File: src/design/buddy_page_allocator_macros.svh
// ---------------------------------------------------------------------------
// Buddy page allocator assertion macros
// Short forms for the concurrent checks in the allocator RTL.
// ---------------------------------------------------------------------------
`ifndef BUDDY_PAGE_ALLOCATOR_MACROS_SVH
`define BUDDY_PAGE_ALLOCATOR_MACROS_SVH

// Same-cycle implication, sampled on i_clk, off during reset.
`define BPA_ASSERT_NOW(label, ante, cons, msg) \
    label: assert property (@(posedge i_clk) disable iff (!i_rst_n) \
        (ante) |-> (cons)) else $error(msg);

// Next-cycle implication, sampled on i_clk, off during reset.
`define BPA_ASSERT_NEXT(label, ante, cons, msg) \
    label: assert property (@(posedge i_clk) disable iff (!i_rst_n) \
        (ante) |=> (cons)) else $error(msg);

`endif

File: src/design/bpa_pkg.sv
// ---------------------------------------------------------------------------
// Buddy page allocator package
// Shared widths, codes, types and helper functions.
// ---------------------------------------------------------------------------
package bpa_pkg;

    localparam int BPA_MAX_PAGES = 4096;
    localparam int CFG_W         = 4;
    localparam int REQ_W         = 13;
    localparam int OFF_W         = 12;
    localparam int STAT_W        = 2;
    localparam int ORD_W         = 5;
    localparam int RESET_ORDER   = 12;

    localparam logic [STAT_W-1:0] STAT_OK       = 2'd0;
    localparam logic [STAT_W-1:0] STAT_NO_SPACE = 2'd1;
    localparam logic [STAT_W-1:0] STAT_BAD      = 2'd2;

    typedef enum logic [2:0] {
        S_INIT,
        S_IDLE,
        S_CHECK,
        S_DESC,
        S_ASC,
        S_DONE
    } t_state;

    typedef struct packed {
        logic             bad;
        logic             is_free;
        logic [ORD_W-1:0] ord;
    } t_req_dec;

    // Largest k with 2^k <= v.
    function automatic int f_floor_log2(input int v);
        int k;
        k = 0;
        for (int i = 0; i < 30; i++) begin
            if ((64'd1 << (i + 1)) <= 64'(v)) begin
                k = i + 1;
            end
        end
        return k;
    endfunction

    // Order of the power of two that a page count rounds up to.
    function automatic logic [ORD_W-1:0] f_ceil_log2_req(input logic [REQ_W-1:0] r);
        logic [REQ_W-1:0] m;
        logic [ORD_W-1:0] k;
        m = r - REQ_W'(1);
        k = '0;
        for (int i = 0; i < REQ_W; i++) begin
            if (m[i]) begin
                k = ORD_W'(i + 1);
            end
        end
        return k;
    endfunction

endpackage

File: src/design/bpa_req_decode.sv
// ---------------------------------------------------------------------------
// Buddy page allocator request decode
// Rounds the page count, checks the request and locates the node to free.
// ---------------------------------------------------------------------------
module bpa_req_decode import bpa_pkg::*; #(
    parameter int MAX_PAGES = BPA_MAX_PAGES
) (
    input  logic             i_action,
    input  logic [REQ_W-1:0] i_request_pages,
    input  logic [OFF_W-1:0] i_block_offset,
    input  logic [ORD_W-1:0] i_pool_order,
    output t_req_dec         o_dec,
    output logic [f_floor_log2(MAX_PAGES):0] o_free_idx
);

    localparam int MAX_ORDER = f_floor_log2(MAX_PAGES);
    localparam int AW        = MAX_ORDER + 1;

    logic [ORD_W-1:0] req_ord;
    logic [ORD_W-1:0] lvl_diff;
    logic [OFF_W-1:0] off_shift;
    logic [OFF_W-1:0] off_low;
    logic             off_range_bad;
    logic             off_align_bad;

    always_comb begin
        req_ord       = f_ceil_log2_req(i_request_pages);
        lvl_diff      = i_pool_order - req_ord;
        off_shift     = i_block_offset >> req_ord;
        off_low       = i_block_offset & ~({OFF_W{1'b1}} << req_ord);
        off_range_bad = (i_block_offset >> i_pool_order) != '0;
        off_align_bad = off_low != '0;

        o_dec.is_free = i_action;
        o_dec.ord     = req_ord;
        o_dec.bad     = (i_request_pages == '0) || (req_ord > i_pool_order) ||
                        (i_action && (off_range_bad || off_align_bad));

        // first node of the level plus the block's place in that level
        o_free_idx    = (AW'(1) << lvl_diff) - AW'(1) + AW'(off_shift);
    end

endmodule
File: config.mk
export PLATFORM = sky130hd
export DESIGN_NAME = bpa_req_decode
export DESIGN_NICKNAME = d
export VERILOG_FILES = /design/src/design/buddy_page_allocator_macros.svh /design/src/design/bpa_pkg.sv /design/src/design/bpa_req_decode.sv
export SDC_FILE = /design/constraint.sdc
export NUM_CORES = 1
export LEC_CHECK = 0
export ABC_AREA = 0
export BUFFER_PORTS_ARGS = -buffer_cell sky130_fd_sc_hd__buf_2
export CAP_MARGIN = 20
export CORE_ASPECT_RATIO = 0.7
export CORE_UTILIZATION = 27
export DETAILED_ROUTE_END_ITERATION = 12
export MAX_ROUTING_LAYER = met4
export PLACE_DENSITY = 0.45
export SLEW_MARGIN = 20
export SYNTH_ARGS = -nofsm -noshare
export SYNTH_HDL_FRONTEND = slang
export SYNTH_SLANG_ARGS = --single-unit
File: constraint.sdc
create_clock -name vclk -period 17.2
set_input_delay 4.3 -clock vclk [all_inputs]
set_output_delay 4.3 -clock vclk [all_outputs]
set_load 0.1 [all_outputs]
==> summary.txt <==
Status
  – Status: completed

STA
  – Slew @ Worst Pin: 0.926 ns
  – Final Max Tran Viols: 0
  – Final Hold Vio Count: 0
  – Max frequency: 65.9 MHz
  – Final min period: 15.18 ns
  – Sum of negative setup slack: 0 ns
  – Relative slew slack: 0.381
  – Hold_ws: 8.99 ns
  – Period utilisation layout: 0.883
  – Endpoints failing setup: 0
  – Unrepaired setup endpoints after global routing: no

Detailed routing
  – ANT nets after route: 0
  – Pre-Repair DR Iteration Count: 5
  – DRC Markers: 0
  – Drt via density: 5.32
  – WL final: 7.63 mm
  – Initial DRC count: 266
  – Via count: 2743
  – Drt wl/cell: 14.8 microns

Synthesis
  – Synth cell types: 66
  – Seq/Total Area, Yosys: 0
  – Syn nets: 423
  – Cell Area, Synth: 0.00239 sq mm
  – Top cell type's share of synthesized area: 0.157
  – Post-synthesis area per instance: 6.65 sq um
  – YS warnings: 0
  – Largest cells by area after synthesis: ha_1 16%, inv_1 6.7%, nor2_1 5.8%
  – Synth Instances: 360
  – Synth area leader: ha_1

Global route
  – Vias in the first global route: 2489
  – Remaining global-route overflow: 0
  – Largest net degree at the start of global routing: 21
  – GR Util met3: 0.0172
  – Met1 Resource Use GR: 0.278
  – Antenna violations before repair: 0
  – First-pass GRT wire length: 12.6 mm
  – All-Layer GR Usage: 0.172
  – GRT met2 Usage: 0.234
  – Gr busiest metal: met1

Pwr
  – Worst VDD drop: 0.0677 mV
  – Cell Pwr Density: 75.7 mW/mm^2
  – Leak Pwr: 1.18 nW

Placement
  – I/O Buffers: 50
  – Cell total after placement: 516
  – HPWL Detailed: 6.37 mm
  – Gp weighted congestion: 0.972

Finish
  – Share of layout cells above drive strength 1: 0.164
  – Flip-flop and latch area: 0 sq um
  – Layout Cells excl Fill: 516
  – Sequential cells: 0
  – Most frequent cells in the layout: 50 x buf_2, 43 x inv_1, 37 x nor2_1
  – Area Growth Syn to Fin: 13.2%
  – Ant. Diodes: 0
  – Most common cell after layout, fill and taps aside: buf_2
  – Clock buffers: 0
  – Nets: 461

Floorplanning
  – Initial Util: 0.281
  – IO Count: 51
  – Chip width: 115 microns
  – DIE HEIGHT: 80.8 microns
  – Core area: 0.00851 sq mm
  – Die ar.: 0.00925 sq mm
  – FP Rows: 28

CTS
  – Hold Buf Count CTS: 0
  – Setup Buffers After CTS: 0
  – Resize count post-CTS: 0

Setup path
  – Worst EP arrival: 10.88 ns
  – Critical path class: in -> out
  – Worst path required time: 12.90 ns
  – Startpoint types: input pin
  – CP Launch Point: i_request_pages[0]
  – Crit-path max cell delay: 0.44 ns
  – Crit path max-delay family: compound AO/OA/AOI/OAI gates
  – Critical path capture point type: output pin
  – Critical-path maximum fanout: 14
  – Max stage delay cell, worst path: fa_1
  – Buf/Inv on CP: 6
  – Most frequent CP cell: a21oi_1

Job
  – Max-cap violations: 0

Hold path
  – Worst hold start: i_action
  – Worst Hold Class: in -> out
## power breakdown
part,switching (mW),leakage (nW),internal (mW),total (mW)
Clock,0,0,0,0
Combinational,0.160,1.18,0.0449,0.205
Sequential,0,0,0,0
## metal layers
| layer | wire length [microns] | vias to the layer above |
|---|---|---|
| met3 | 618 | 0 |
| met2 | 2850 | 113 |
| met5 | 0 | - |
| met4 | 0 | 0 |
| met1 | 4160 | 1245 |
| li1 | - | 1385 |
## stage by stage
step	setup WS (ns)	utilization	power (mW)	instance area [sq um]
after floorplan	1.35	-	0.172	2390
after global placement	2.25	0.318	0.206	2710
after detailed placement	2.14	0.318	0.204	2710
after CTS	2.09	0.318	0.204	2710
after global routing	1.50	0.318	0.218	2710
final	2.02	0.318	0.205	2710
## logic make-up (layout without fill, tap and decap cells)
group / Yosys count / count (layout) / synth area share
AO/OA/AOI/OAI: 114 / 114 / 0.342
XOR/XNOR: 17 / 17 / 0.0622
adder cells (fa/ha/maj): 32 / 32 / 0.174
buffers and inverters: 59 / 95 / 0.108
multiplexers: 11 / 11 / 0.0471
other: 1 / 1 / 0.00157
AND/OR/NAND/NOR: 126 / 126 / 0.266
## final timing paths
kind / to / depth (start not counted) / slack [ns]
worst max-delay path: o_free_idx[11] / 32 / 2.02
worst min-delay path: o_dec[5] / 2 / 8.99
## cells in the mapped netlist, types with 5 or more instances
cell	instances
a21o_1	8
a21oi_1	24
a31oi_1	8
buf_2	5
clkbuf_1	5
ha_1	30
inv_1	43
mux2i_1	9
nand2_1	32
nand2b_1	6
nor2_1	37
nor2b_1	6
nor3_1	18
o211ai_1	5
o21a_1	5
o21ai_0	19
o21bai_1	6
xnor2_1	13
## cell type report
type / instances / area (sq um)
Fill cell: 952 / 5810
Tap cell: 120 / 150
Inverter: 44 / 165
Timing Repair Buffer: 51 / 258
Multi-Input combinational cell: 301 / 2130
Note: power is estimated with default switching activity, not from simulation.
